$ cat src/rtl/mfkg_pkg.sv
// Types, cell shape tables and command/status structs of the face key generator.
// No dependencies.
package mfkg_pkg;

	localparam logic [7:0] CODE_EDGE = 8'd3;
	localparam logic [7:0] CODE_TRI  = 8'd5;
	localparam logic [7:0] CODE_QUAD = 8'd9;
	localparam logic [7:0] CODE_TET  = 8'd10;
	localparam logic [7:0] CODE_HEX  = 8'd12;

	typedef logic [31:0] node_t;

	typedef enum logic [2:0] {
		SH_NONE,
		SH_EDGE,
		SH_TRI,
		SH_QUAD,
		SH_TET,
		SH_HEX
	} shape_t;

	typedef struct packed {
		logic       known;
		logic [2:0] faces;
		logic [2:0] per_face;
	} shape_info_t;

	typedef enum logic [2:0] {
		ST_IDLE,
		ST_GATHER,
		ST_SORT,
		ST_FOLD,
		ST_EMIT
	} state_t;

	typedef struct packed {
		logic       load;
		logic       gather;
		logic       sort;
		logic       fold;
		logic       emit;
		logic [2:0] face;
		logic [1:0] step;
		logic       last;
	} dp_cmd_t;

	typedef struct packed {
		shape_info_t info;
		logic        out_free;
	} dp_stat_t;

	// local node tables, one row of per_face entries for each face
	localparam logic [0:1][2:0] MAP_EDGE = {3'd0, 3'd1};
	localparam logic [0:5][2:0] MAP_TRI  = {3'd0, 3'd1, 3'd1, 3'd2, 3'd2, 3'd0};
	localparam logic [0:7][2:0] MAP_QUAD = {3'd0, 3'd1, 3'd1, 3'd2, 3'd2, 3'd3, 3'd3, 3'd0};
	localparam logic [0:11][2:0] MAP_TET = {3'd0, 3'd2, 3'd1, 3'd0, 3'd3, 3'd2,
		3'd0, 3'd1, 3'd3, 3'd1, 3'd2, 3'd3};
	localparam logic [0:23][2:0] MAP_HEX = {3'd0, 3'd1, 3'd2, 3'd3, 3'd4, 3'd5, 3'd6, 3'd7,
		3'd0, 3'd1, 3'd5, 3'd4, 3'd1, 3'd2, 3'd6, 3'd5,
		3'd2, 3'd3, 3'd7, 3'd6, 3'd3, 3'd0, 3'd4, 3'd7};

	function automatic shape_t shape_of(logic [7:0] code);
		shape_t sh;
		case (code)
			CODE_EDGE: sh = SH_EDGE;
			CODE_TRI:  sh = SH_TRI;
			CODE_QUAD: sh = SH_QUAD;
			CODE_TET:  sh = SH_TET;
			CODE_HEX:  sh = SH_HEX;
			default:   sh = SH_NONE;
		endcase
		return sh;
	endfunction

	function automatic shape_info_t info_of(shape_t sh);
		shape_info_t si;
		case (sh)
			SH_EDGE: si = '{known: 1'b1, faces: 3'd2, per_face: 3'd1};
			SH_TRI:  si = '{known: 1'b1, faces: 3'd3, per_face: 3'd2};
			SH_QUAD: si = '{known: 1'b1, faces: 3'd4, per_face: 3'd2};
			SH_TET:  si = '{known: 1'b1, faces: 3'd4, per_face: 3'd3};
			SH_HEX:  si = '{known: 1'b1, faces: 3'd6, per_face: 3'd4};
			default: si = '{known: 1'b0, faces: 3'd1, per_face: 3'd1};
		endcase
		return si;
	endfunction

	// local node number of slot k of a face
	function automatic logic [2:0] map_node(shape_t sh, logic [2:0] face, logic [1:0] k);
		logic [4:0] idx;
		logic [2:0] r;
		r   = '0;
		idx = '0;
		case (sh)
			SH_EDGE: r = MAP_EDGE[face[0]];
			SH_TRI: begin
				idx = {1'b0, face, k[0]};
				if (idx < 5'd6) r = MAP_TRI[idx[2:0]];
			end
			SH_QUAD: r = MAP_QUAD[{face[1:0], k[0]}];
			SH_TET: begin
				idx = 5'({face, 1'b0}) + 5'(face) + 5'(k);
				if (idx < 5'd12) r = MAP_TET[idx[3:0]];
			end
			SH_HEX: begin
				idx = {face, k};
				if (idx < 5'd24) r = MAP_HEX[idx];
			end
			default: r = '0;
		endcase
		return r;
	endfunction

endpackage

$ cat src/rtl/mfkg_ctrl.sv
// Sequencer of the face key generator: walks faces, sort passes and fold steps.
// Depends on mfkg_pkg.
module mfkg_ctrl
	import mfkg_pkg::*;
(
	input  logic     clk,
	input  logic     arst_n,
	input  logic     cell_valid,
	output logic     cell_stall,
	output dp_cmd_t  cmd,
	input  dp_stat_t stat
);

	state_t     state_q, state_d;
	logic [2:0] face_q;
	logic [1:0] step_q;
	logic       step_end;
	logic       last;
	logic       accept;

	assign accept   = cell_valid && !cell_stall;
	assign step_end = ({1'b0, step_q} == stat.info.per_face - 3'd1);
	assign last     = !stat.info.known || (face_q == stat.info.faces - 3'd1);

	always_comb begin
		state_d = state_q;
		case (state_q)
			ST_IDLE:   if (cell_valid) state_d = ST_GATHER;
			ST_GATHER: begin
				if (!stat.info.known) state_d = ST_EMIT;
				else if (stat.info.per_face == 3'd1) state_d = ST_FOLD;
				else state_d = ST_SORT;
			end
			ST_SORT:   if (step_end) state_d = ST_FOLD;
			ST_FOLD:   if (step_end) state_d = ST_EMIT;
			ST_EMIT: begin
				if (stat.out_free) state_d = last ? ST_IDLE : ST_GATHER;
			end
			default:   state_d = ST_IDLE;
		endcase
	end

	always_comb begin
		cell_stall = (state_q != ST_IDLE);
		cmd        = '0;
		cmd.load   = accept;
		cmd.gather = (state_q == ST_GATHER);
		cmd.sort   = (state_q == ST_SORT);
		cmd.fold   = (state_q == ST_FOLD);
		cmd.emit   = (state_q == ST_EMIT) && stat.out_free;
		cmd.face   = face_q;
		cmd.step   = step_q;
		cmd.last   = last;
	end

	always_ff @(posedge clk or negedge arst_n) begin
		if (!arst_n) begin
			state_q <= ST_IDLE;
			face_q  <= '0;
			step_q  <= '0;
		end else begin
			state_q <= state_d;
			if (state_d != state_q) step_q <= '0;
			else step_q <= step_q + 2'd1;
			if (accept) face_q <= '0;
			else if (cmd.emit) face_q <= face_q + 3'd1;
		end
	end

endmodule

$ cat src/rtl/mfkg_dp.sv
// Datapath of the face key generator: node store, sorter, pairing unit, output word.
// Depends on mfkg_pkg.
module mfkg_dp
	import mfkg_pkg::*;
(
	input  logic       clk,
	input  logic       arst_n,
	input  dp_cmd_t    cmd,
	output dp_stat_t   stat,
	input  logic [7:0] cell_type,
	input  node_t      node_0,
	input  node_t      node_1,
	input  node_t      node_2,
	input  node_t      node_3,
	input  node_t      node_4,
	input  node_t      node_5,
	input  node_t      node_6,
	input  node_t      node_7,
	output logic       face_valid,
	input  logic       face_stall,
	output logic [2:0] face_index,
	output node_t      face_key,
	output logic       type_known,
	output logic       last_face
);

	shape_t      sh_q;
	shape_info_t info;
	node_t       node_q [8];
	node_t       v_q [4];
	node_t       v_d [4];
	node_t       acc_q;
	node_t       pair_s, pair_p, pair_r;
	logic        face_valid_q;

	assign info          = info_of(sh_q);
	assign stat.info     = info;
	assign stat.out_free = !face_valid_q || !face_stall;
	assign face_valid    = face_valid_q;

	// one Cantor step: sum, wrapped product, halve, add
	assign pair_s = acc_q + v_q[cmd.step];
	assign pair_p = 32'((pair_s + 32'd1) * pair_s);
	assign pair_r = (pair_p >> 1) + v_q[cmd.step];

	// gather pads unused slots with all ones so they stay at the top
	always_comb begin
		for (int k = 0; k < 4; k++) v_d[k] = v_q[k];
		if (cmd.gather) begin
			for (int k = 0; k < 4; k++) begin
				if (3'(k) < info.per_face)
					v_d[k] = node_q[map_node(sh_q, cmd.face, 2'(k))];
				else
					v_d[k] = '1;
			end
		end else if (cmd.sort) begin
			if (!cmd.step[0]) begin
				if (v_q[0] > v_q[1]) begin
					v_d[0] = v_q[1];
					v_d[1] = v_q[0];
				end
				if (v_q[2] > v_q[3]) begin
					v_d[2] = v_q[3];
					v_d[3] = v_q[2];
				end
			end else if (v_q[1] > v_q[2]) begin
				v_d[1] = v_q[2];
				v_d[2] = v_q[1];
			end
		end
	end

	always_ff @(posedge clk) begin
		if (cmd.load) begin
			sh_q      <= shape_of(cell_type);
			node_q[0] <= node_0;
			node_q[1] <= node_1;
			node_q[2] <= node_2;
			node_q[3] <= node_3;
			node_q[4] <= node_4;
			node_q[5] <= node_5;
			node_q[6] <= node_6;
			node_q[7] <= node_7;
		end
		for (int k = 0; k < 4; k++) v_q[k] <= v_d[k];
		if (cmd.fold) acc_q <= (cmd.step == 2'd0) ? v_q[0] : pair_r;
		if (cmd.emit) begin
			face_index <= info.known ? cmd.face : 3'd0;
			face_key   <= info.known ? acc_q : '0;
			type_known <= info.known;
			last_face  <= cmd.last;
		end
	end

	always_ff @(posedge clk or negedge arst_n) begin
		if (!arst_n) begin
			face_valid_q <= 1'b0;
		end else begin
			if (cmd.emit) face_valid_q <= 1'b1;
			else if (!face_stall) face_valid_q <= 1'b0;
		end
	end

endmodule

$ cat src/rtl/mesh_face_key_generator.sv
// Cell in, face keys out. Per face: gather, sort passes (none when the face has one node),
// fold steps, then emit, which waits while the output word is still held; the cell accept
// comes first. An unknown type gathers and emits once. One cell at a time; the fold runs
// on the single pairing multiplier, one step a cycle.
// arst_n clears the sequencer and the output valid; data registers hold no reset.
module mesh_face_key_generator
	import mfkg_pkg::*;
(
	input  logic        clk,
	input  logic        arst_n,
	// cell word
	input  logic        cell_valid,
	output logic        cell_stall,
	input  logic [7:0]  cell_type,
	input  logic [31:0] node_0,
	input  logic [31:0] node_1,
	input  logic [31:0] node_2,
	input  logic [31:0] node_3,
	input  logic [31:0] node_4,
	input  logic [31:0] node_5,
	input  logic [31:0] node_6,
	input  logic [31:0] node_7,
	// face word
	output logic        face_valid,
	input  logic        face_stall,
	output logic [2:0]  face_index,
	output logic [31:0] face_key,
	output logic        type_known,
	output logic        last_face
);

	// The sequencer stalls the cell side from the accept until the last face
	// word has gone into the output register. That register lets the next cell
	// word in while the final face word still waits downstream.
	dp_cmd_t  cmd;
	dp_stat_t stat;

	mfkg_ctrl u_ctrl (
		.clk        (clk),
		.arst_n     (arst_n),
		.cell_valid (cell_valid),
		.cell_stall (cell_stall),
		.cmd        (cmd),
		.stat       (stat)
	);

	// Datapath: cell store, four-slot odd-even transposition sorter, one
	// Cantor pairing step per cycle, registered face word.
	mfkg_dp u_dp (
		.clk        (clk),
		.arst_n     (arst_n),
		.cmd        (cmd),
		.stat       (stat),
		.cell_type  (cell_type),
		.node_0     (node_0),
		.node_1     (node_1),
		.node_2     (node_2),
		.node_3     (node_3),
		.node_4     (node_4),
		.node_5     (node_5),
		.node_6     (node_6),
		.node_7     (node_7),
		.face_valid (face_valid),
		.face_stall (face_stall),
		.face_index (face_index),
		.face_key   (face_key),
		.type_known (type_known),
		.last_face  (last_face)
	);

endmodule

$ cat config.mk
export PLATFORM = sky130hd
export DESIGN_NAME = mesh_face_key_generator
export DESIGN_NICKNAME = d
export VERILOG_FILES = /design/src/rtl/mfkg_pkg.sv /design/src/rtl/mfkg_ctrl.sv /design/src/rtl/mfkg_dp.sv /design/src/rtl/mesh_face_key_generator.sv
export SDC_FILE = /design/constraint.sdc
export NUM_CORES = 2
export LEC_CHECK = 0
export ABC_AREA = 1
export BUFFER_PORTS_ARGS = -buffer_cell sky130_fd_sc_hd__buf_2
export CAP_MARGIN = 20
export CORE_MARGIN = 5
export CORE_UTILIZATION = 25
export DETAILED_ROUTE_END_ITERATION = 8
export PLACE_DENSITY = 0.45
export SLEW_MARGIN = 20
export SYNTH_ARGS = -nofsm -noshare
export SYNTH_HDL_FRONTEND = slang
export SYNTH_SLANG_ARGS = --single-unit
$ cat constraint.sdc
create_clock -name clk -period 20.2 [get_ports clk]
set_input_delay 3.03 -clock clk [delete_from_list [all_inputs] [get_ports clk]]
set_output_delay 3.03 -clock clk [all_outputs]
set_load 0.005 [all_outputs]
==> results.ini <==
[run_status]
outcome=finished clean

[clock_network]
clk_pin_slew_ps=60
post_cts_buffers=0
ctsLongestPathBuffers=3
cts_sinks=465
cts_buffers=52
root_buffer=clkbuf_16
h-tree-depth=2
cts_tree=yes
cts_resized=0
cts_hold_buf=0
clk_latency_ps=650

[sta]
max_freq_mhz=68.27
drv_slew=0
min_period_ps=14650
worstMarginPinSlew_ps=1171
hold_viol_final=0
setup_viol=0
finClkSkew_ps=43.96
setup_tns_ps=0
slew_headroom=0.2185
period_share=0.7251
rsz0062_at_grt=no

[yosys]
synth_ff_type=edfxtp_1
synth_cells=6248
synth_fp_nets=7246
synth_seq_cells=465
synth_cell_type_count=59
async_flop_share=0.01935
synthesis.area_mm2=0.04983
seq_area_frac_synth=0.2793
synth-edff-count=456
synth_warnings=0
avgSynthCellArea_um2=7.975

[worst_setup_path]
crit_top_cell=inv_1
crit_slowest_cell=inv_1
cp_max_fo=63
required_ps=20540
critPathMaxStageDelay_ps=990
crit_path_start_kind=flop
crit_path_end_kind=flop
critical_path_class=flop to flop
arrival_ps=14980

[route]
routed_wl_mm=201.3
vias=45289
wl_per_cell_um=22.32
ant_nets=0
drt_iter0_drc=4371
viasPerCell=5.020
post-route-drc-count=0
firstDrtPassIters=6

[cells_and_area]
final_common_cell=nand2_1
layout_common_cells=1334 x nand2_1, 1016 x inv_1, 534 x nor2_1
nNetsFinal=7337
drive_above_1_share=0.1004
fill_cells=21453
n_antenna_cell=0
area_growth_pct=11.93

[global_route]
grtUsageTotal=0.1864
use_met1=0.2594
grt_antenna_before_repair=1
grt_max_degree=89
top_usage_layer=met2
grt_pass1_vias=44516
grt_first_pass_wirelength_mm=297.6
use_met3=0.02468
overflow=0
use_met2=0.3002

[floorplan]
rows=163
die_area_mm2=0.2083
die_h_um=456.4
io_pins=307
start_util=0.2519
die_w_um=456.4
core_mm2=0.1978

[hold_path]
min_path_type=flop to flop

[run]
cap_violations=0

[placement]
io_buffer_count=306
gp_congestion=0.9035
dp_hpwl_mm=153.3

## sequential cells by signal, indices dropped and copies added, names as in the netlist
| signal | count |
|---|---|
| u_dp.face_index | 3 |
| u_dp.last_face | 1 |
| u_dp.node_q | 256 |
| u_dp.sh_q | 3 |
| u_dp.face_valid | 1 |
| u_dp.type_known | 1 |
| u_dp.acc_q | 32 |
| u_ctrl.face_q | 3 |
| u_dp.v_q | 128 |
| u_ctrl.state_q | 3 |
| u_dp.face_key | 32 |
| u_ctrl.step_q | 2 |
## layout make-up
type,instances,area [um^2],area share
clock inverters,41,376.6,0.006753
multi-input cells,4381,30800,0.5522
well taps,2640,3303,0.05923
repair buffers,367,2002,0.03589
flip-flops and latches,465,13920,0.2496
inverters,1072,4033,0.07231
clock buffers,56,1338,0.02398
## cell families after synthesis
kind of cell	Yosys count	synth area share
and+or+nand+nor	2318	0.1943
buffers and inverters	1402	0.1064
AOI/OAI and AO/OA	1264	0.1623
adders and majority gates	730	0.2455
DFF	465	0.2793
xor gates and xnor gates	69	0.01213
## metal layers
| metal | wire length (um) | share of wire | vias up |
|---|---|---|---|
| li1 | - | - | 20991 |
| met1 | 89220 | 0.44 | 22046 |
| met2 | 91470 | 0.45 | 1956 |
| met3 | 13470 | 0.067 | 296 |
| met4 | 7170 | 0.036 | 0 |
| met5 | 0 | 0 | - |
## cell usage after synthesis (13+ instances only)
cell | instances | area [um^2]
nand2_1 | 1341 | 5034
inv_1 | 1025 | 3847
nor2_1 | 540 | 2027
edfxtp_1 | 456 | 13690
fa_1 | 413 | 8268
o21ai_0 | 364 | 1822
ha_1 | 317 | 3966
clkbuf_1 | 270 | 1013
a21oi_1 | 254 | 1271
nand3_1 | 207 | 1036
o211ai_1 | 172 | 1291
o221ai_1 | 131 | 1147
nand4_1 | 76 | 475.5
o22ai_1 | 64 | 400.4
nand2_2 | 50 | 312.8
xor2_1 | 48 | 420.4
a31oi_1 | 43 | 269.0
a211oi_1 | 37 | 277.8
a221oi_1 | 35 | 306.5
buf_1 | 34 | 127.6
inv_2 | 33 | 123.9
a32oi_1 | 32 | 280.3
o32ai_1 | 32 | 280.3
o41ai_1 | 32 | 280.3
o21ai_1 | 28 | 140.1
nor3_1 | 27 | 135.1
buf_2 | 23 | 115.1
xnor2_1 | 21 | 183.9
or2_2 | 20 | 125.1
clkinv_1 | 13 | 48.80
## metrics by stage
stage            util  instance area (um^2)  cells  hold slack, ps  worst slack (ps)
2_1_floorplan       -                 49830   6248           497.4              8675
4_1_cts        0.2818                 55750   9021           588.9              5615
3_5_place_dp   0.2732                 54040   8924           573.9              5731
5_1_grt        0.2819                 55770   9022           614.0              4721
6_report       0.2819                 55770   9022           591.0              5552
3_3_place_gp   0.2732                 54040   8924           570.2              6025
## final timing paths
path	startpoint	to	slack (ps)	cells after the start
min in group asynchronous	arst_n	u_dp.face_valid$_DFFE_PN0P_	2260	1
worst min-delay path	u_dp.face_valid$_DFFE_PN0P_	u_dp.face_valid$_DFFE_PN0P_	590	2
worst max register to register	u_ctrl.step_q[0]$_DFF_PN0_	u_dp.acc_q[31]$_DFFE_PP_	5550	51
max in group asynchronous	arst_n	u_ctrl.step_q[0]$_DFF_PN0_	17680	1
worst min register to register	u_dp.face_valid$_DFFE_PN0P_	u_dp.face_valid$_DFFE_PN0P_	590	2
worst max-delay path	u_ctrl.step_q[0]$_DFF_PN0_	u_dp.acc_q[31]$_DFFE_PP_	5550	51
## worst max-delay path, delay by kind of cell (launching register included)
family / cells / cell delay (ps)
xor+xnor: 1 / 110
simple gates: 14 / 2160
compound gates: 13 / 3110
fa+ha+maj: 13 / 5530
buf+inv: 10 / 2670
flops: 1 / 690
Power is not shown: default switching activity piles up to over one toggle a cycle in this logic, so the estimate is an artifact.
